## src/qbid_pkg.sv

```systemverilog
// Shared widths, constants and detector phase type for the QRS beat interval detector.
package qbid_pkg;

  localparam int SAMPLE_W   = 10;
  localparam int LP_W       = 18;
  localparam int HP_W       = 24;
  localparam int DER_W      = 27;
  localparam int SCALED_W   = 35;
  localparam int MAG_W      = 32;
  localparam int SQ_W       = 40;
  localparam int LEVEL_W    = 44;
  localparam int COUNT_W    = 16;
  localparam int THR_W      = 48;
  localparam int RAW_DEPTH  = 12;
  localparam int LP_DEPTH   = 32;
  localparam int HP_DEPTH   = 4;
  localparam int WINDOW_DEF = 32;
  localparam int LEVEL_SHIFT = 4;

  localparam logic [THR_W-1:0]   THR_RESET = 48'd2000000;
  localparam logic [COUNT_W-1:0] COUNT_MAX = '1;
  localparam logic [SQ_W-1:0]    SQ_MAX    = '1;

  typedef enum logic [1:0] {
    PH_IDLE  = 2'd0,
    PH_ABOVE = 2'd1,
    PH_BELOW = 2'd2
  } phase_t;

endpackage

```

## src/qbid_filter.sv

```systemverilog
// Input register plus recursive lowpass and highpass filter stage.
module qbid_filter
  import qbid_pkg::*;
(
  input  logic                   clk,
  input  logic                   rst_n,
  input  logic                   up_valid,
  output logic                   up_ready,
  input  logic [SAMPLE_W-1:0]    up_sample,
  output logic                   down_valid,
  input  logic                   down_ready,
  output logic signed [HP_W-1:0] down_hp
);

  logic [SAMPLE_W-1:0]    x_r;
  logic                   a_v_r;
  logic signed [HP_W-1:0] hp_r;
  logic                   b_v_r;
  logic [SAMPLE_W-1:0]    raw_r [RAW_DEPTH];
  logic [LP_W-1:0]        lp_r  [LP_DEPTH];

  logic            rdy_a;
  logic            rdy_b;
  logic            load_a;
  logic            load_b;
  logic [LP_W-1:0] lp_nxt;
  logic [HP_W-1:0] hp_nxt;

  assign rdy_b    = !b_v_r || down_ready;
  assign rdy_a    = !a_v_r || rdy_b;
  assign load_a   = up_valid && rdy_a;
  assign load_b   = a_v_r && rdy_b;
  assign up_ready = rdy_a;

  assign down_valid = b_v_r;
  assign down_hp    = hp_r;

  always_comb begin
    lp_nxt = {lp_r[0][LP_W-2:0], 1'b0} - lp_r[1] + LP_W'(x_r)
           - LP_W'({raw_r[5], 1'b0}) + LP_W'(raw_r[11]);
    hp_nxt = HP_W'(0) - HP_W'(hp_r) - HP_W'($signed(lp_nxt))
           + {lp_r[15][LP_W-1], lp_r[15], 5'b0} + HP_W'($signed(lp_r[LP_DEPTH-1]));
  end

  always_ff @(posedge clk) begin
    if (!rst_n) begin
      a_v_r <= 1'b0;
      b_v_r <= 1'b0;
      hp_r  <= '0;
      for (int i = 0; i < RAW_DEPTH; i++) raw_r[i] <= '0;
      for (int i = 0; i < LP_DEPTH; i++) lp_r[i] <= '0;
    end else begin
      if (rdy_a) a_v_r <= up_valid;
      if (rdy_b) b_v_r <= a_v_r;
      if (load_b) begin
        hp_r     <= $signed(hp_nxt);
        raw_r[0] <= x_r;
        for (int i = 1; i < RAW_DEPTH; i++) raw_r[i] <= raw_r[i-1];
        lp_r[0] <= lp_nxt;
        for (int i = 1; i < LP_DEPTH; i++) lp_r[i] <= lp_r[i-1];
      end
    end
  end

  always_ff @(posedge clk) begin
    if (load_a) x_r <= up_sample;
  end

endmodule

```

## config.mk

```make
export PLATFORM = sky130hd
export DESIGN_NAME = qbid_filter
export DESIGN_NICKNAME = d
export VERILOG_FILES = /design/src/qbid_pkg.sv /design/src/qbid_filter.sv
export SDC_FILE = /design/constraint.sdc
export NUM_CORES = 1
export LEC_CHECK = 0
export ABC_AREA = 0
export BUFFER_PORTS_ARGS = -buffer_cell sky130_fd_sc_hd__buf_2
export CAP_MARGIN = 20
export CORE_UTILIZATION = 30
export CTS_CLUSTER_SIZE = 16
export DETAILED_ROUTE_END_ITERATION = 12
export GPL_ROUTABILITY_DRIVEN = 0
export PLACE_DENSITY = 0.51
export SLEW_MARGIN = 0
export SYNTH_ARGS = -nofsm -noshare
export SYNTH_HDL_FRONTEND = slang
export SYNTH_SLANG_ARGS = --single-unit
```

## constraint.sdc

```tcl
create_clock -name clk -period 17.98 [get_ports clk]
set_clock_uncertainty 0.1 [all_clocks]
set_input_delay 0.899 -clock clk [delete_from_list [all_inputs] [get_ports clk]]
set_output_delay 0.899 -clock clk [all_outputs]
set_load 0.05 [all_outputs]
```

## After elaboration in Yosys (flattened, before gate mapping)

Memory sizes are Yosys's and may differ from the RTL's.
Cells that the tools add are included.

- Register bits after elaboration: 36
- RAM bits: 696
- Input bits: 14
- Output and inout port bits: 26
- Word-level logic and storage cells: 112
- Memories: 2

Memories:

| name | depth | width | rd ports | clocked after memory_dff | wr ports | line | source |
|---|---|---|---|---|---|---|---|
| lp_r | 32 | 18 | 32 | 0 | 32 | qbid_filter.sv:20 | `logic [LP_W-1:0] lp_r [LP_DEPTH];` |
| raw_r | 12 | 10 | 12 | 0 | 12 | qbid_filter.sv:19 | `logic [SAMPLE_W-1:0] raw_r [RAW_DEPTH];` |

- Add/subtract/negate cells: 8
- Multiplexer cells: 48
- Bitwise gates (word level): 44
- Reduce and logical (&&, ||, !) cells: 6

Operators by type and width:

| cell | count |
|---|---|
| 18-bit two-way mux | 32 |
| 10-bit two-way mux | 12 |
| 24-bit adder | 2 |
| 1-bit bitwise OR | 44 |
| 18-bit by 10-bit adder with 18-bit output | 2 |
| 1-bit by 24-bit subtractor with 24-bit output (first input constant) | 1 |
| 24-bit subtractor | 1 |
| 18-bit by 11-bit subtractor with 18-bit output | 1 |
| 18-bit subtractor | 1 |
| 1-bit two-way mux | 4 |
| 1-bit logical AND | 2 |
| 1-bit zero test | 2 |
| 1-bit logical OR | 2 |

## Depth between registers and ports, before layout

- Depth after elaboration: 7
- Depth in mapped cells: 30
- Mapped depth without buffers: 30

## Least setup slack after synthesis

OpenSTA, ideal clock, no wires.

- Path type: input-to-reg
- Start point: input rst_n
- End point: register hp_r[21] (netlist: down_hp[21])
- Library setup time: 0.740 ns
- Data arrival time: 15.683 ns
- Slack: 1.457 ns
- Cell stages on the path: 4
- Cell sequence: clkbuf_1 > a21boi_1 > inv_1 > o32ai_1

RTL lines:

| element | line | source |
|---|---|---|
| start: declaration | qbid_filter.sv:6 | `input logic rst_n,` |
| end signal: assignment | qbid_filter.sv:56 | `hp_r <= $signed(hp_nxt);` |
| end: declaration | qbid_filter.sv:17 | `logic signed [HP_W-1:0] hp_r;` |

==> results.txt <==
Status -> finished, final reports clean
Ports -> 40
Async S/R FF share, synth -> 0
Share of cells above drive strength 1 -> 0.0801
Setup crit end -> down_hp[23]
Detailed-route via count -> 14649
RSZ-0062 raised after global routing -> no
Relative slew margins -> 0.300
Distinct cells, synth -> 51
Util after Layout -> 0.347
TritonCTS Buffers -> 78
Synthesized flop and latch total -> 732
Nets -> 2261
FF-to-FF Start -> lp_r[0][20]
Worst-Margin Slew -> 1.05 ns
Worst hold path class -> input pin to flop
Number of global-route vias before repair -> 14760
Post-synth top area share -> 0.691
First-pass detailed-route iteration total -> 7
Chip width -> 322 um
Filler Cell Count -> 9783
GRT Residual Overflow -> 0
Most frequent cells after synthesis -> 706 x edfxtp_1, 668 x and2_1, 186 x inv_1, 82 x clkbuf_1, 71 x fa_1
DR WL/cell -> 14.4 um
DRT iter0 DRCs -> 1134
FMAX -> 0.130 GHz
Post-CTS setup buffer count -> 0
CP bufs+invs -> 4
Reg-to-reg endpoint -> down_hp[23]
Req. time, crit path -> 18.36 ns
Global-route wire length before repair -> 82700 um
Finish-stage setup viols -> 0
Routed WL -> 50700 um
Final worst path period share -> 0.429
Die H -> 322 um
H-tree lvl count -> 3
CP Capture Type -> flop
Root buffer cell -> clkbuf_16
Avg Vias per Cell -> 4.15
Area of the core -> 101000 um^2
Hold Fails Final Rpt -> 0
Synthesized area -> 30700 um^2
Ys Warns -> 0
Most frequent cell after synthesis -> edfxtp_1
Avg Cell Area, Syn -> 14.9 um^2
IO buf count -> 39
PnR worst setup slack -> 10.27 ns
Post-place setup slack -> 10.31 ns
Slowest cell on crit path -> fa_1
CP Class -> flop to flop
Max incr delay on CP -> 0.53 ns
Ys flop type -> edfxtp_1
Clock-pin slew on the worst setup and hold paths -> 0.06 ns
Final ANT Viol Nets -> 0
Startpoint Class -> flop
Largest fanout on the critical path -> 4
Syn nets -> 2207
R2r worst-path depth -> 29
Row cnt -> 116
Synth area leader -> edfxtp_1
Family with the most delay on the worst path -> adder cells
Worst skew pair latency -> 0.63 ns
Setup TNS Final -> 0 ns
Initial Util -> 0.304
Die Footprint -> 104000 um^2
Gr usage total -> 0.100
Post-synth EDFFs -> 706
CP Depth -> 29
Largest net degree at the start of global routing -> 134
Syn Inst Count -> 2058
Synthesis-to-finish area growth -> 13.8%
Top cells by area, synth -> edfxtp_1 69%, and2_1 14%, fa_1 4.6%
Antenna violations before repair -> 2
Fin crit period -> 7.71 ns
CTS max path bufs -> 3
CTS Sinks -> 732
Crit path from -> lp_r[0][20]
Placed wire-length estimate -> 29000 um
WP data arrival -> 8.09 ns
Post-route DRC -> 0
Number of max-cap violations -> 0
R2R setup slack -> 10.27 ns
# hold bufs at CTS -> 0
CP most frequent cell -> fa_1
CTS tree -> done
Seq/Total Area, Yosys -> 0.708
CTS resizes -> 0
Slew Viols, Final -> 0
[stage by stage]
stage | cells | hold slack (ns) | instance area (um^2)
floorplan | 2058 | 0.397 | 30700
global placement | 3387 | 0.382 | 32400
detailed placement | 3387 | 0.393 | 32400
CTS | 3528 | 0.317 | 34900
global route | 3530 | 0.324 | 34900
finish | 3531 | 0.359 | 34900
[flip-flops by register name, summed over array words and instances, names as in the netlist]
| signal | count |
|---|---|
| x_r | 10 |
| raw_r | 120 |
| a_v_r | 1 |
| down_hp | 24 |
| lp_r | 576 |
| down_valid | 1 |
[per-layer routing]
metal	vias to the layer above	track usage	part of all wire
met5	-	0	0.00016
li1	7085	-	-
met4	2	0.0371	0.028
met3	97	0.0268	0.048
met2	184	0.135	0.41
met1	7281	0.152	0.51
[cell families after synthesis]
| group | after synthesis | synth area share |
|---|---|---|
| flops | 732 | 0.708 |
| fa+ha+maj | 135 | 0.0725 |
| buf+inv | 269 | 0.0330 |
| mux | 1 | 0.000326 |
| compound gates | 108 | 0.0231 |
| simple gates | 775 | 0.152 |
| xor+xnor | 38 | 0.0109 |
[area by class of cell]
cell class              instances  area [um^2]  area share
flip-flops and latches        732        21700       0.622
clock inverters                46          375      0.0108
clock buffers                  95         2080      0.0596
diodes                          1         2.50   0.0000717
repair buffers                 57          377      0.0108
multi-input cells            1057         7950       0.228
inverters                     186          706      0.0202
well taps                    1357         1700      0.0486
[placed cells by master, fill, tap and decap left out, types with 6 or more instances in the layout]
cell type,count
a21o_1,9
a21oi_1,25
and2_1,668
buf_2,38
buf_4,16
bufinv_16,6
clkbuf_1,14
clkbuf_16,81
clkinv_1,21
clkinv_2,13
dfxtp_1,26
edfxtp_1,706
fa_1,71
ha_1,64
inv_1,185
nand2_1,28
nand2b_1,8
nor2_1,45
nor3_1,7
o21ai_0,27
xnor2_1,21
xor2_1,17
[worst reg2reg max path: cells and delay by family (launching register included)]
| family | cells | cell delay (ns) |
|---|---|---|
| adder cells (fa/ha/maj) | 7 | 3.19 |
| AO/OA/AOI/OAI | 13 | 2.87 |
| XOR/XNOR | 2 | 0.49 |
| flip-flops | 1 | 0.41 |
| AND/OR/NAND/NOR | 3 | 0.30 |
| buffers and inverters | 4 | 0.22 |
[how the worst min path moves through the flow]
| stage | slack [ns] | cells past startpoint | from | to |
|---|---|---|---|---|
| finish | 0.36 | 1 | up_sample[8] | x_r[8] |
| global route | 0.32 | 1 | up_sample[8] | x_r[8] |
| CTS | 0.32 | 1 | up_sample[8] | x_r[8] |
| detailed placement | 0.39 | 2 | down_hp[1] | down_hp[1] |
| global placement | 0.38 | 2 | down_hp[1] | down_hp[1] |
| floorplan | 0.40 | 1 | lp_r[0][82] | lp_r[0][100] |
Power is not shown: default switching activity piles up to over one toggle a cycle in this logic, so the estimate is an artifact.
