[config.mk]
export PLATFORM = sky130hd
export DESIGN_NAME = qbid_detect
export DESIGN_NICKNAME = d
export VERILOG_FILES = /design/src/qbid_pkg.sv /design/src/qbid_detect.sv
export SDC_FILE = /design/constraint.sdc
export NUM_CORES = 1
export LEC_CHECK = 0
export ABC_AREA = 0
export BUFFER_PORTS_ARGS = -buffer_cell sky130_fd_sc_hd__buf_4
export CAP_MARGIN = 25
export CORE_MARGIN = 5
export CORE_UTILIZATION = 36
export CTS_BUF_LIST = sky130_fd_sc_hd__clkbuf_4
export DETAILED_ROUTE_END_ITERATION = 12
export PLACE_DENSITY = 0.65
export SLEW_MARGIN = 20
export SYNTH_ARGS = -nofsm -noshare
export SYNTH_HDL_FRONTEND = slang
export SYNTH_SLANG_ARGS = --single-unit
[constraint.sdc]
create_clock -name clk -period 3.7 [get_ports clk]
set_clock_uncertainty 0.05 [all_clocks]
set_input_delay 0.37 -clock clk [delete_from_list [all_inputs] [get_ports clk]]
set_output_delay 0.37 -clock clk [all_outputs]
set_load 0.05 [all_outputs]
[src/qbid_pkg.sv]
// Shared widths, constants and detector phase type for the QRS beat interval detector.
package qbid_pkg;

  localparam int SAMPLE_W   = 10;
  localparam int LP_W       = 18;
  localparam int HP_W       = 24;
  localparam int DER_W      = 27;
  localparam int SCALED_W   = 35;
  localparam int MAG_W      = 32;
  localparam int SQ_W       = 40;
  localparam int LEVEL_W    = 44;
  localparam int COUNT_W    = 16;
  localparam int THR_W      = 48;
  localparam int RAW_DEPTH  = 12;
  localparam int LP_DEPTH   = 32;
  localparam int HP_DEPTH   = 4;
  localparam int WINDOW_DEF = 32;
  localparam int LEVEL_SHIFT = 4;

  localparam logic [THR_W-1:0]   THR_RESET = 48'd2000000;
  localparam logic [COUNT_W-1:0] COUNT_MAX = '1;
  localparam logic [SQ_W-1:0]    SQ_MAX    = '1;

  typedef enum logic [1:0] {
    PH_IDLE  = 2'd0,
    PH_ABOVE = 2'd1,
    PH_BELOW = 2'd2
  } phase_t;

endpackage

[src/qbid_detect.sv]
// Three-phase threshold detector, interval counter and output register.
module qbid_detect
  import qbid_pkg::*;
(
  input  logic               clk,
  input  logic               rst_n,
  input  logic [THR_W-1:0]   threshold,
  input  logic               up_valid,
  output logic               up_ready,
  input  logic [LEVEL_W-1:0] up_level,
  output logic               down_valid,
  input  logic               down_ready,
  output logic [LEVEL_W-1:0] down_level,
  output logic [COUNT_W-1:0] down_interval,
  output logic               down_new,
  output logic [1:0]         down_phase
);

  phase_t             phase_r, phase_nxt;
  logic [COUNT_W-1:0] count_r, count_nxt;
  logic [COUNT_W-1:0] last_r, last_nxt;
  logic               new_nxt;
  logic               o_v_r;
  logic [LEVEL_W-1:0] lvl_r;
  logic               new_r;

  logic               rdy;
  logic               load;
  logic               above;
  logic               below;
  logic [COUNT_W-1:0] count_inc;

  assign rdy      = !o_v_r || down_ready;
  assign load     = up_valid && rdy;
  assign up_ready = rdy;
  assign above    = THR_W'(up_level) > threshold;
  assign below    = THR_W'(up_level) < threshold;

  assign down_valid    = o_v_r;
  assign down_level    = lvl_r;
  assign down_interval = last_r;
  assign down_new      = new_r;
  assign down_phase    = phase_r;

  always_comb begin
    count_inc = (count_r < COUNT_MAX) ? count_r + COUNT_W'(1) : count_r;
    phase_nxt = phase_r;
    count_nxt = count_r;
    last_nxt  = last_r;
    new_nxt   = 1'b0;
    case (phase_r)
      PH_IDLE: begin
        if (above) begin
          phase_nxt = PH_ABOVE;
          count_nxt = '0;
        end
      end
      PH_ABOVE: begin
        count_nxt = count_inc;
        if (below) phase_nxt = PH_BELOW;
      end
      PH_BELOW: begin
        count_nxt = count_inc;
        if (above) begin
          phase_nxt = PH_IDLE;
          last_nxt  = count_inc;
          new_nxt   = 1'b1;
        end
      end
      default: begin
        phase_nxt = phase_r;
      end
    endcase
  end

  always_ff @(posedge clk) begin
    if (!rst_n) begin
      phase_r <= PH_IDLE;
      count_r <= '0;
      last_r  <= '0;
      o_v_r   <= 1'b0;
    end else begin
      if (rdy) o_v_r <= up_valid;
      if (load) begin
        phase_r <= phase_nxt;
        count_r <= count_nxt;
        last_r  <= last_nxt;
      end
    end
  end

  always_ff @(posedge clk) begin
    if (load) begin
      lvl_r <= up_level;
      new_r <= new_nxt;
    end
  end

endmodule

# Yosys cells after proc, flatten, opt, wreduce, memory -nomap -nowiden
# Index checks and enable logic that the tools add are counted.
# totals
register_bits,80
input_bits,96
word_cells,33
output_inout_bits,65
# classes
n_mux,8
n_reduce_logical,10
magnitude_cmp,3
n_addsub,1
eq_ne,5
# ops
cell,count
44-bit by 48-bit greater-than comparator with 1-bit output,1
44-bit by 48-bit less-than comparator with 1-bit output,1
16-bit two-way mux,2
16-bit case mux with 2 select lines,1
16-bit by 1-bit adder with 16-bit output (second input constant),1
16-bit less-than comparator (second input constant),1
2-bit two-way mux,3
2-bit != test (second input constant),3
2-bit case mux with 3 select lines,1
3-bit AND reduction,2
5-bit AND reduction,1
3-bit nonzero test,1
2-bit by 1-bit == test with 1-bit output (second input constant),1
2-bit == test (second input constant),1
2-bit logical NOT,1
2-bit nonzero test,1
2-bit OR reduction,1
1-bit logical AND,1
1-bit logical NOT,1
1-bit logical OR,1
1-bit two-way mux,1

# Depth between registers and ports, before layout
# depth
word_depth,4
depth_mapped,10
depth_no_buf,9

# Worst setup path after synthesis
# No wires, ideal clock.
# synth_timing
path_type,flip-flop to flip-flop
from,register o_v_r (netlist: down_valid)
to,register count_r[2]
setup_time_ps,126
path_stages_with_launch,10
path_buffers,2
period_less_slack_ps,3650
setup_slack_ps,50
arrival_ps,3475
required_ps,3524
cell_sequence,dfxtp_1 nand2b_1 and2_1 clkbuf_1 nand2_1 nor2_1 nor2_1 clkbuf_1 a22oi_1 o22ai_1
# synth_between
elab_chain_len,4
# synth_rtl
item,line_no,text
start: declaration,qbid_detect.sv:23,logic o_v_r;
start signal: assignment,qbid_detect.sv:83,if (rdy) o_v_r <= up_valid;
1-bit logical NOT,qbid_detect.sv:33,assign rdy = !o_v_r || down_ready;
1-bit logical OR,qbid_detect.sv:33,
via up_ready,qbid_detect.sv:9,"output logic up_ready,"
1-bit logical AND,qbid_detect.sv:34,assign load = up_valid && rdy;
via load,qbid_detect.sv:28,logic load;
3-bit AND reduction (no source line),-,
end signal: assignment,qbid_detect.sv:86,count_r <= count_nxt;
end: declaration,qbid_detect.sv:20,"logic [COUNT_W-1:0] count_r, count_nxt;"
# The timed path passes the listed nets, and every way through them passes these cells.
# A chain may end at the register's enable or synchronous reset.

# Final worst setup path
# layout_timing
from,input up_level[15]
to,register count_r[13]
# layout_between
elab_chain_len,3
# layout_rtl
item,line_no,text
start: declaration,qbid_detect.sv:10,"input logic [LEVEL_W-1:0] up_level,"
44-bit by 48-bit greater-than comparator with 1-bit output,qbid_detect.sv:36,assign above = THR_W'(up_level) > threshold;
2-bit != test (no source line),-,
3-bit AND reduction (no source line),-,
# Every way passes these cells.

==> impl_metrics.yaml <==
layout:
  syn2layout_area_growth_pct: 35.13
  layout.cells.most_common_list: "162 x buf_4, 60 x inv_1, 48 x ha_1, 45 x edfxtp_1, 42 x a21oi_1"
  final_layout_size_suffix_gt1_share_pct: 30.53
  multi_input_comb_area_um2: 2087
  final_core_util_pct: 49.69
  antennaDiodeCount: 0
  mostFrequentLayoutCell: "buf_4"
  ff_latch_area_um2: 2052
  filler_cell_count: 1111
  final_net_count: 758
drt:
  routed_via_density: 5.223
  antenna_left: 0
  totalWireLength_um: 12570
  wire_per_inst_um: 16.41
  vias: 4001
  drt-pass1-iter-count: 4
  drc: 0
  iter_0_drt_violations: 211
sta:
  worstMarginPinSlew_ns: 0.8927
  unrepaired_setup_endpoints_after_global_routing: "no"
  final_max_slew_viol_count: 0
  clock.fmax_ghz: 0.3162
  setup-tns-final_ns: 0
  final_setup_violation_count: 0
  slew_headroom_pct: 40.27
  final-hold-violation-count: 0
  min_period_ns: 3.163
  final_cycle_utilization_of_the_critical_path_pct: 85.48
floorplanning:
  rows: 40
  dieHeight_um: 120.8
  floorplan.die_area_um2: 14580
  fp.coreArea_um2: 12010
  die_w_um: 120.8
  top_level_ports: 161
  starting_utilization_of_the_core_area_pct: 36.77
worst_hold_path:
  worstHoldPathType: "primary input to flip-flop"
  min_delay_path_depth: 1
  min-delay-start: "up_level[35]"
  destination_of_the_worst_hold_path: "down_level[35]"
clock_network:
  post_cts_buffers: 0
  root_buffer: "clkbuf_4"
  post_cts_resize_count: 0
  clk_latency_ns: 0.45
  path_clk_slew_ns: 0.14
  sinks_on_clock_net: 80
  post_cts_hold_buffer_count: 0
  tritoncts: "built"
  cts-root-to-sink-buffers: 2
  cts-buffers-inserted: 9
  cts-htree-levels: 3
critical_path:
  worst-endpoint-arrival_ns: 3.42
  worst_r2r_path_depth: 6
  criticalPathCategory: "primary input to flip-flop"
  critical_path_required_ns: 3.96
  crit-reg2reg-launch: "count_r[5]"
  rr_endpoint: "count_r[15]"
  worstPathMaxFanout: 14
  end_kind: "flip-flop"
  critical_path.startpoint_type: "primary input"
  reg2reg_setup_slack_ns: 1.25
yosys:
  synth_compound_area_share_pct: 17.59
  synth_top_cell_area_share_pct: 30.59
  postSynthAreaPerCell_um2: 9.881
  synth_xor_xnor_area_share_pct: 0.9915
  number_of_different_library_cells_in_the_post_synthesis_netlist: 53
  cell_taking_the_most_area_after_synthesis: "edfxtp_1"
  post_synth_inst_count: 447
  netlist_area_um2: 4417
  synth.yosys.warnings: 0
  post_synthesis_mux_area_share_pct: 0.4816
  yosysSeqAreaShare_pct: 46.46
  ys_seq_elements: 80
  mappedNetlistNets: 591
  synth_top_family_by_area: "compound AO/OA/AOI/OAI gates"
  postSynth.topFlopCell: "edfxtp_1"
  async_flop_share_pct: 0
  ys_top_cells_by_area: "edfxtp_1 31%, dfxtp_1 16%, ha_1 14%"
  synth_edf_count: 45
  synth_fa_ha_area_share_pct: 13.60
  synth_simple_gate_area_share_pct: 14.56
place:
  io_buffer_count: 160
  place.gp.congestion: 0.8328
  post-dp-hpwl_um: 9824
global_routing:
  antenna_found_initial: 0
  grt_max_degree: 29
  vias_in_the_first_global_route: 4116
  track_usage_pct: 17.21
  first_pass_grt_wire_length_um: 19970
  grt-ovfl-total: 0
power_and_ir_drop:
  finalPower_w: 0.001985
  p_leak_nw: 2.596
  cellPowerDensity_nw_per_um2: 332.6
  worst_ir_drop_vdd_v: 0.0001547
outcome:
  run_status: "finished clean"
flow_run:
  max_cap_viols: 0
-- kinds of logic (layout without fill, tap and decap cells) --
group,Yosys count,after routing
flops,80,80
xor+xnor,5,5
mux,2,2
compound gates,115,115
fa+ha+maj,48,48
simple gates,126,126
buf+inv,71,243
-- worst max path at each step --
stage / slack (ns) / endpoint / from / cells past startpoint
after floorplan: 0.05 / count_r[2] / down_valid / 9
after global placement: 0.45 / count_r[15] / threshold[30] / 10
after detailed placement: 0.39 / count_r[15] / threshold[30] / 10
after CTS: 0.90 / count_r[15] / threshold[30] / 10
after global routing: 0.40 / count_r[9] / up_level[15] / 10
final: 0.54 / count_r[13] / up_level[15] / 10
-- critical path, stage by stage --
cell and delay (ns):
dlygate4sd3_1 0.55, buf_4 0.14, ha_1 0.28, nand4_1 0.22, nor4_1 0.41, nand4_1 0.27
and3_1 0.31, o31a_1 0.13, o21ai_2 0.56, o22ai_1 0.17
-- Yosys cell counts (all sizes together) (3+ instances only) --
master,instances
inv,60
ha,48
edfxtp,45
a21oi,42
nand2,37
dfxtp,35
nor2,21
nand4,16
o21ai,16
o22ai,12
nand3,11
nor3,9
a311oi,8
and3,7
nand2b,7
nor4,6
a211oi,5
a22oi,5
buf,5
clkbuf,5
o2bb2ai,5
xnor2,5
or3,4
a21boi,3
and2,3
o31ai,3
-- stage by stage --
stage	instance area, µm²	std cells	setup slack, ns	hold slack [ns]
floorplan	4417	447	0.04979	0.4088
global placement	5768	746	0.4489	0.4155
detailed placement	5768	746	0.3931	0.4320
CTS	5931	762	0.9045	0.001622
global route	5968	766	0.4008	0.0001958
finish	5968	766	0.5374	0.03816
-- cell type report --
type / instances / area share (%)
multi-input cells: 296 / 34.97
repair buffers: 166 / 21.01
flip-flops and latches: 80 / 34.38
clock inverters: 5 / 1.342
well taps: 147 / 3.082
inverters: 61 / 3.836
clock buffers: 11 / 1.384
-- power breakdown --
group | total [W] | switching [W] | internal (W)
Clock | 0.000613 | 0.000323 | 0.000290
Combinational | 0.000390 | 0.000232 | 0.000158
Sequential | 0.000982 | 0.00000854 | 0.000973
Total | 0.00198 | 0.000563 | 0.00142
-- sequential cells by signal (all words and copies together), names as in the netlist --
signal,flops
down_valid,1
count_r,16
down_interval,16
down_level,44
down_phase,2
down_new,1
-- layer usage --
| metal | global-route usage [%] | part of all wire (%) | vias to the layer above |
|---|---|---|---|
| met5 | 0 | 0 | - |
| met2 | 30.39 | 48 | 157 |
| met1 | 20.03 | 42 | 1846 |
| met4 | 6.091 | 1.5 | 0 |
| met3 | 4.584 | 7.8 | 17 |
| li1 | - | - | 1981 |
(Power assumes the default switching activity.)
