[config.mk]
export PLATFORM = sky130hd
export DESIGN_NAME = qbid_energy
export DESIGN_NICKNAME = d
export VERILOG_FILES = /design/src/qbid_pkg.sv /design/src/qbid_energy.sv
export SDC_FILE = /design/constraint.sdc
export NUM_CORES = 2
export LEC_CHECK = 0
export ABC_AREA = 1
export BUFFER_PORTS_ARGS = -buffer_cell sky130_fd_sc_hd__buf_2
export CAP_MARGIN = 20
export CORE_UTILIZATION = 55
export CTS_CLUSTER_SIZE = 12
export DETAILED_ROUTE_END_ITERATION = 6
export MAX_ROUTING_LAYER = met4
export PLACE_DENSITY = 0.71
export RECOVER_POWER = 25
export SYNTH_ARGS = -nofsm -noshare
export SYNTH_HDL_FRONTEND = slang
export SYNTH_SLANG_ARGS = --single-unit
[constraint.sdc]
create_clock -name clk -period 76.5 [get_ports clk]
set_input_delay 7.65 -clock clk [delete_from_list [all_inputs] [get_ports clk]]
set_output_delay 7.65 -clock clk [all_outputs]
set_load 0.03 [all_outputs]
[src/qbid_pkg.sv]
// Shared widths, constants and detector phase type for the QRS beat interval detector.
package qbid_pkg;

  localparam int SAMPLE_W   = 10;
  localparam int LP_W       = 18;
  localparam int HP_W       = 24;
  localparam int DER_W      = 27;
  localparam int SCALED_W   = 35;
  localparam int MAG_W      = 32;
  localparam int SQ_W       = 40;
  localparam int LEVEL_W    = 44;
  localparam int COUNT_W    = 16;
  localparam int THR_W      = 48;
  localparam int RAW_DEPTH  = 12;
  localparam int LP_DEPTH   = 32;
  localparam int HP_DEPTH   = 4;
  localparam int WINDOW_DEF = 32;
  localparam int LEVEL_SHIFT = 4;

  localparam logic [THR_W-1:0]   THR_RESET = 48'd2000000;
  localparam logic [COUNT_W-1:0] COUNT_MAX = '1;
  localparam logic [SQ_W-1:0]    SQ_MAX    = '1;

  typedef enum logic [1:0] {
    PH_IDLE  = 2'd0,
    PH_ABOVE = 2'd1,
    PH_BELOW = 2'd2
  } phase_t;

endpackage

[src/qbid_energy.sv]
// Derivative, squaring and moving window integration stages.
module qbid_energy
  import qbid_pkg::*;
#(
  parameter int WINDOW_LEN = WINDOW_DEF
) (
  input  logic                   clk,
  input  logic                   rst_n,
  input  logic                   up_valid,
  output logic                   up_ready,
  input  logic signed [HP_W-1:0] up_hp,
  output logic                   down_valid,
  input  logic                   down_ready,
  output logic [LEVEL_W-1:0]     down_level
);

  localparam int SUM_W = SQ_W + $clog2(WINDOW_LEN);

  logic signed [HP_W-1:0] hist_r [HP_DEPTH];
  logic [MAG_W-1:0]       mag_r;
  logic                   c_v_r;
  logic [SQ_W-1:0]        sq_r;
  logic                   d_v_r;
  logic [SQ_W-1:0]        win_r [WINDOW_LEN];
  logic [SUM_W-1:0]       sum_r;
  logic [LEVEL_W-1:0]     lvl_r;
  logic                   e_v_r;

  logic rdy_c, rdy_d, rdy_e;
  logic load_c, load_d, load_e;
  logic signed [DER_W-1:0]    der;
  logic signed [SCALED_W-1:0] der_ext;
  logic signed [SCALED_W-1:0] scaled;
  logic [MAG_W-1:0]           shifted;
  logic [MAG_W-1:0]           mag_nxt;
  logic [2*MAG_W-1:0]         prod;
  logic [SQ_W-1:0]            sq_nxt;
  logic [SUM_W-1:0]           sum_nxt;

  assign rdy_e  = !e_v_r || down_ready;
  assign rdy_d  = !d_v_r || rdy_e;
  assign rdy_c  = !c_v_r || rdy_d;
  assign load_c = up_valid && rdy_c;
  assign load_d = c_v_r && rdy_d;
  assign load_e = d_v_r && rdy_e;
  assign up_ready   = rdy_c;
  assign down_valid = e_v_r;
  assign down_level = lvl_r;

  always_comb begin
    der = DER_W'(up_hp) + (DER_W'(hist_r[0]) <<< 1)
        - (DER_W'(hist_r[2]) <<< 1) - DER_W'(hist_r[3]);
    der_ext = SCALED_W'(der);
    scaled  = (der_ext <<< 7) + (der_ext <<< 6) + (der_ext <<< 3);
    shifted = scaled[SCALED_W-1:3];
    mag_nxt = shifted[MAG_W-1] ? (~shifted + MAG_W'(1)) : shifted;
    prod    = mag_r * mag_r;
    sq_nxt  = (|prod[2*MAG_W-1:SQ_W]) ? SQ_MAX : prod[SQ_W-1:0];
    sum_nxt = sum_r - SUM_W'(win_r[WINDOW_LEN-1]) + SUM_W'(sq_r);
  end

  always_ff @(posedge clk) begin
    if (!rst_n) begin
      c_v_r <= 1'b0;
      d_v_r <= 1'b0;
      e_v_r <= 1'b0;
      sum_r <= '0;
      for (int i = 0; i < HP_DEPTH; i++) hist_r[i] <= '0;
      for (int i = 0; i < WINDOW_LEN; i++) win_r[i] <= '0;
    end else begin
      if (rdy_c) c_v_r <= up_valid;
      if (rdy_d) d_v_r <= c_v_r;
      if (rdy_e) e_v_r <= d_v_r;
      if (load_c) begin
        hist_r[0] <= up_hp;
        for (int i = 1; i < HP_DEPTH; i++) hist_r[i] <= hist_r[i-1];
      end
      if (load_e) begin
        sum_r    <= sum_nxt;
        win_r[0] <= sq_r;
        for (int i = 1; i < WINDOW_LEN; i++) win_r[i] <= win_r[i-1];
      end
    end
  end

  always_ff @(posedge clk) begin
    if (load_c) mag_r <= mag_nxt;
    if (load_d) sq_r  <= sq_nxt;
    if (load_e) lvl_r <= LEVEL_W'(sum_nxt >> LEVEL_SHIFT);
  end

endmodule

# Word level (Yosys, flattened, before mapping)
# Memories as Yosys holds them, arrays and structs flattened.
# Cells that the tools add are included.
# W data, S select, Z words.
[classes]
n_mul = 1
add_sub_neg = 8
n_bitwise = 37
n_reduce_logical = 10
muxes = 44
[op_table]
columns = ["op", "n"]
rows = [
  ["$mux W40", 32],
  ["$mux W24", 4],
  ["$mul A32 B32 Y64", 1],
  ["$add A45 B40 Y45", 1],
  ["$sub A45 B40 Y45", 1],
  ["$or A1 B1 Y1", 36],
  ["$add A34 B33 Y35", 1],
  ["$add A35 B30 Y35", 1],
  ["$add A32 B1 Y32 const B", 1],
  ["$not A32 Y32", 1],
  ["$mux W31", 1],
  ["$sub A26 B25 Y27", 1],
  ["$sub A27 B24 Y27", 1],
  ["$add A24 B25 Y26", 1],
  ["$reduce_or A24 Y1", 1],
  ["$mux W1", 7],
  ["$logic_and A1 B1 Y1", 3],
  ["$logic_not A1 Y1", 3],
  ["$logic_or A1 B1 Y1", 3],
]
[word_totals]
inputBits = 28
regBits = 161
elab_cells = 110
output_inout_bits = 46
n_memories = 2
ram_bits = 1376
[memory_table]
columns = ["memory", "depth", "width", "rd", "rd_clocked_by_memory_dff", "write_ports", "line_no", "source"]
rows = [
  ["win_r", 32, 40, 32, 0, 32, "qbid_energy.sv:24", "logic [SQ_W-1:0] win_r [WINDOW_LEN];"],
  ["hist_r", 4, 24, 4, 0, 4, "qbid_energy.sv:19", "logic signed [HP_W-1:0] hist_r [HP_DEPTH];"],
]

# Logic depth before layout (Yosys ltp)
[depth]
depth_word = 9
mapped_depth = 39
depth_no_buf = 37

# Worst setup path after synthesis
# No wires, ideal clock.
[synth_path]
path_kind = "input port to flip-flop"
from = "input down_ready"
to = "memory win_r[0][0], enable pin"
required_time_ns = 74.360
setup_ns = 2.140
arrival_time_ns = 43.494
stages = 7
path_buffers = 1
path_slack_ns = 30.866
path_cell_list = "inv_1 nand2_1 nand2_1 inv_1 nor2_1 inv_1 buf_1"
[synth_rtl]
columns = ["element", "line_no", "source"]
rows = [
  ["start, declared", "qbid_energy.sv:13", "input logic down_ready,"],
  ["end, declared", "qbid_energy.sv:24", ""],
]

==> metrics.txt <==
# TYPE chip_impl_metric gauge
chip_impl_info{name="status",value="complete, but fails checks"} 1
chip_impl_info{name="failed_checks",value="max-capacitance violations, max-slew violations"} 1
chip_impl_metric{name="grt_max_degree",unit=""} 216
chip_impl_metric{name="grt.total_usage",unit="%"} 23.57
chip_impl_metric{name="timing.fmax",unit="MHz"} 53.24
chip_impl_metric{name="cap_violations",unit=""} 12
chip_impl_metric{name="required",unit="ns"} 77.11
chip_impl_info{name="path_cells",value="clkbuf_1 > inv_1 > nor2_1 > clkbuf_1 > clkinvlp_2 > buf_4 > buf_4 > nor2_1"} 1
chip_impl_metric{name="synth.cell_area",unit="sq um"} 98710
chip_impl_metric{name="globalRouteOverflowTotal",unit=""} 0
chip_impl_metric{name="clk-insertion-delay-late",unit="ns"} 0.79
chip_impl_metric{name="ctsHtreeMaxLevel",unit=""} 4
chip_impl_metric{name="gpl.final_weighted_congestion",unit=""} 0.9531
chip_impl_metric{name="post-route-period-util",unit="%"} 24.55
chip_impl_metric{name="crit_fanout",unit=""} 161
chip_impl_metric{name="ys_types",unit=""} 46
chip_impl_metric{name="cts_hold_buffers",unit=""} 0
chip_impl_info{name="final_common_cell",value="inv_1"} 1
chip_impl_metric{name="initialDrtViolationCount",unit=""} 4248
chip_impl_info{name="mostFrequentLayoutCells",value="3207 x inv_1, 1919 x nand2_1, 1489 x edfxtp_1"} 1
chip_impl_metric{name="timing.setup.tns",unit="ns"} 0
chip_impl_metric{name="die_area",unit="sq um"} 181200
chip_impl_metric{name="routed-via-count",unit=""} 61780
chip_impl_metric{name="clock_skew",unit="ns"} 0.04674
chip_impl_info{name="yosys_most_used_dff",value="edfxtp_1"} 1
chip_impl_metric{name="multi_input_gate_area_in_the_final_layout",unit="sq um"} 39790
chip_impl_metric{name="chipHeight",unit="um"} 425.6
chip_impl_info{name="cts_tree",value="yes"} 1
chip_impl_metric{name="port_buffers",unit=""} 70
chip_impl_metric{name="synth_area_per_cell",unit="sq um"} 9.710
chip_impl_metric{name="first_global_vias",unit=""} 64540
chip_impl_metric{name="yosysWarnings",unit=""} 0
chip_impl_metric{name="place_area",unit="sq um"} 101500
chip_impl_metric{name="fp-row-count",unit=""} 155
chip_impl_metric{name="route.detailed.drc",unit=""} 0
chip_impl_metric{name="nNetsFinal",unit=""} 11520
chip_impl_metric{name="initial_cell_density_of_the_core",unit="%"} 55.32
chip_impl_metric{name="drt-vias-per-instance",unit=""} 4.884
chip_impl_metric{name="coreArea",unit="sq um"} 178400
chip_impl_metric{name="layout_min_cycle_time",unit="ns"} 18.78
chip_impl_metric{name="synth-edff-count",unit=""} 1489
chip_impl_metric{name="arrival",unit="ns"} 19.39
chip_impl_metric{name="post_cts_setup_repair_bufs",unit=""} 0
chip_impl_metric{name="clkTransAtPathRegs",unit="ns"} 0.06
chip_impl_info{name="timing.critical_path.slowest_stage_cell",value="clkinvlp_2"} 1
chip_impl_metric{name="drt-wirelength-per-cell",unit="um"} 15.81
chip_impl_metric{name="maxSlewHeadroom",unit="%"} -481.5
chip_impl_info{name="setup_repair_after_global_routing_missed_its_margin",value="false"} 1
chip_impl_metric{name="fillers",unit=""} 14850
chip_impl_metric{name="proportion_of_synthesized_flip_flops_having_asynchronous_set_or_reset",unit="%"} 0
chip_impl_metric{name="final_antenna_net_count",unit=""} 0
chip_impl_metric{name="first_pass_iteration_count_of_the_detailed_router",unit=""} 5
chip_impl_metric{name="setup_viol",unit=""} 0
chip_impl_metric{name="final-max-slew-violation-count",unit=""} 1034
chip_impl_metric{name="drt_wl_total",unit="um"} 199900
chip_impl_metric{name="drive_gt1_share",unit="%"} 3.644
chip_impl_info{name="critical_path.startpoint_type",value="input port"} 1
chip_impl_metric{name="ys_seq_elements",unit=""} 1537
chip_impl_metric{name="detailed_place_hpwl",unit="um"} 145600
chip_impl_metric{name="antenna_found_initial",unit=""} 1
chip_impl_metric{name="synthesis.instances",unit=""} 10170
chip_impl_metric{name="finalHoldViolCount",unit=""} 0
chip_impl_metric{name="ioPinCount",unit=""} 74
chip_impl_info{name="worst_setup_path_end_kind",value="register"} 1
chip_impl_metric{name="seq_cell_area",unit="sq um"} 45670
chip_impl_metric{name="clk_path_buf_depth",unit=""} 3
chip_impl_metric{name="synth_seq_area_share",unit="%"} 46.27
chip_impl_info{name="worst_hold_path_type",value="register to register"} 1
chip_impl_metric{name="numCtsBuffers",unit=""} 157
chip_impl_info{name="root_buffer",value="clkbuf_16"} 1
chip_impl_metric{name="design_area",unit="sq um"} 106200
chip_impl_metric{name="worst_hold_slack",unit="ns"} 0.4564
chip_impl_metric{name="cts_resized",unit=""} 0
chip_impl_metric{name="numClockSinks",unit=""} 1537
chip_impl_metric{name="global_route_wire_length_before_repair",unit="um"} 329500
chip_impl_metric{name="synthToLayoutAreaGrowth",unit="%"} 7.585
chip_impl_metric{name="max_slew.worst_pin.slew",unit="ns"} 8.722
chip_impl_metric{name="floorplan.die.width",unit="um"} 425.6
chip_impl_info{name="setup.worst_path.class",value="input port to register"} 1
chip_impl_metric{name="critPathMaxStageDelay",unit="ns"} 4.38
==> worst max-delay path, delay by kind of cell <==
family                 cells  cell delay [ns]
buffers and inverters      6            10.80
AND/OR/NAND/NOR            2             0.57
==> sequential cells by signal (all words and copies together), names as in the netlist <==
signal,cells
win_r,1280
hist_r,96
sum_r,45
down_level,41
sq_r,40
mag_r,32
c_v_r,1
d_v_r,1
down_valid,1
==> cell type report <==
class	instances	area share [%]
Inverter	3223	11.39
Tap cell	2355	2.775
Sequential cell	1537	43.01
Timing Repair Buffer	137	0.7600
Multi-Input combinational cell	5132	37.47
Antenna cell	2	0.004713
Clock inverter	40	0.5644
Clock buffer	223	4.021
==> final timing paths <==
check,start,endpoint,slack [ns],cells after the start
max,rst_n,win_r[13][27]$_SDFFCE_PN0P_,57.72,8
min,sum_r[36]$_SDFFE_PN0P_,sum_r[36]$_SDFFE_PN0P_,0.46,2
max reg2reg,mag_r[14]$_DFFE_PP_,sq_r[17]$_SDFFCE_PP1P_,64.58,33
min reg2reg,sum_r[36]$_SDFFE_PN0P_,sum_r[36]$_SDFFE_PN0P_,0.46,2
==> synth_stat cells (5+ instances only) <==
library cell / n / share of area [%]
xor2_1: 80 / 0.71
edfxtp_1: 1489 / 45
nand4_1: 35 / 0.22
o21bai_1: 33 / 0.25
nor3_1: 30 / 0.15
nand2_2: 19 / 0.12
nor3_2: 6 / 0.061
buf_1: 18 / 0.068
nand2_1: 1919 / 7.3
a21oi_1: 169 / 0.86
nand3_1: 123 / 0.62
nor2_1: 1064 / 4.0
nor4_1: 6 / 0.038
a31oi_1: 11 / 0.070
inv_2: 9 / 0.034
clkbuf_1: 244 / 0.93
or2_2: 7 / 0.044
o22ai_1: 31 / 0.20
and2_1: 7 / 0.044
nor2_2: 14 / 0.089
buf_6: 8 / 0.091
o21ai_0: 95 / 0.48
inv_1: 3210 / 12
nand3b_1: 15 / 0.11
ha_1: 384 / 4.9
a21o_1: 11 / 0.084
xnor2_1: 70 / 0.62
fa_1: 916 / 19
o21a_1: 5 / 0.038
and3_1: 7 / 0.044
nand3_2: 43 / 0.44
dfxtp_1: 48 / 0.97
==> routing by layer <==
layer	vias to the layer above	track usage [%]	part of all wire (%)
met5	-	-	0
met4	0	6.361	2.6
met3	362	2.566	3.8
met2	1246	38.69	49
met1	30240	31.32	44
li1	29930	-	-
==> logic make-up after synthesis <==
logic type / synth area share (%)
buffers and inverters: 13.38
adders and majority gates: 23.45
and+or+nand+nor: 13.42
xor gates and xnor gates: 1.331
other: 0.003799
AOI/OAI and AO/OA: 2.149
DFF: 46.27
==> through the flow <==
step	std cells	setup slack [ns]	util [%]
5_1_grt	12650	56.51	59.52
3_3_place_gp	12380	60.55	56.88
6_report	12650	57.72	59.52
3_5_place_dp	12380	60.58	56.88
2_1_floorplan	10170	30.87	-
4_1_cts	12650	60.57	59.61
Power is not shown: default switching activity piles up to over one toggle a cycle in this logic, so the estimate is an artifact.
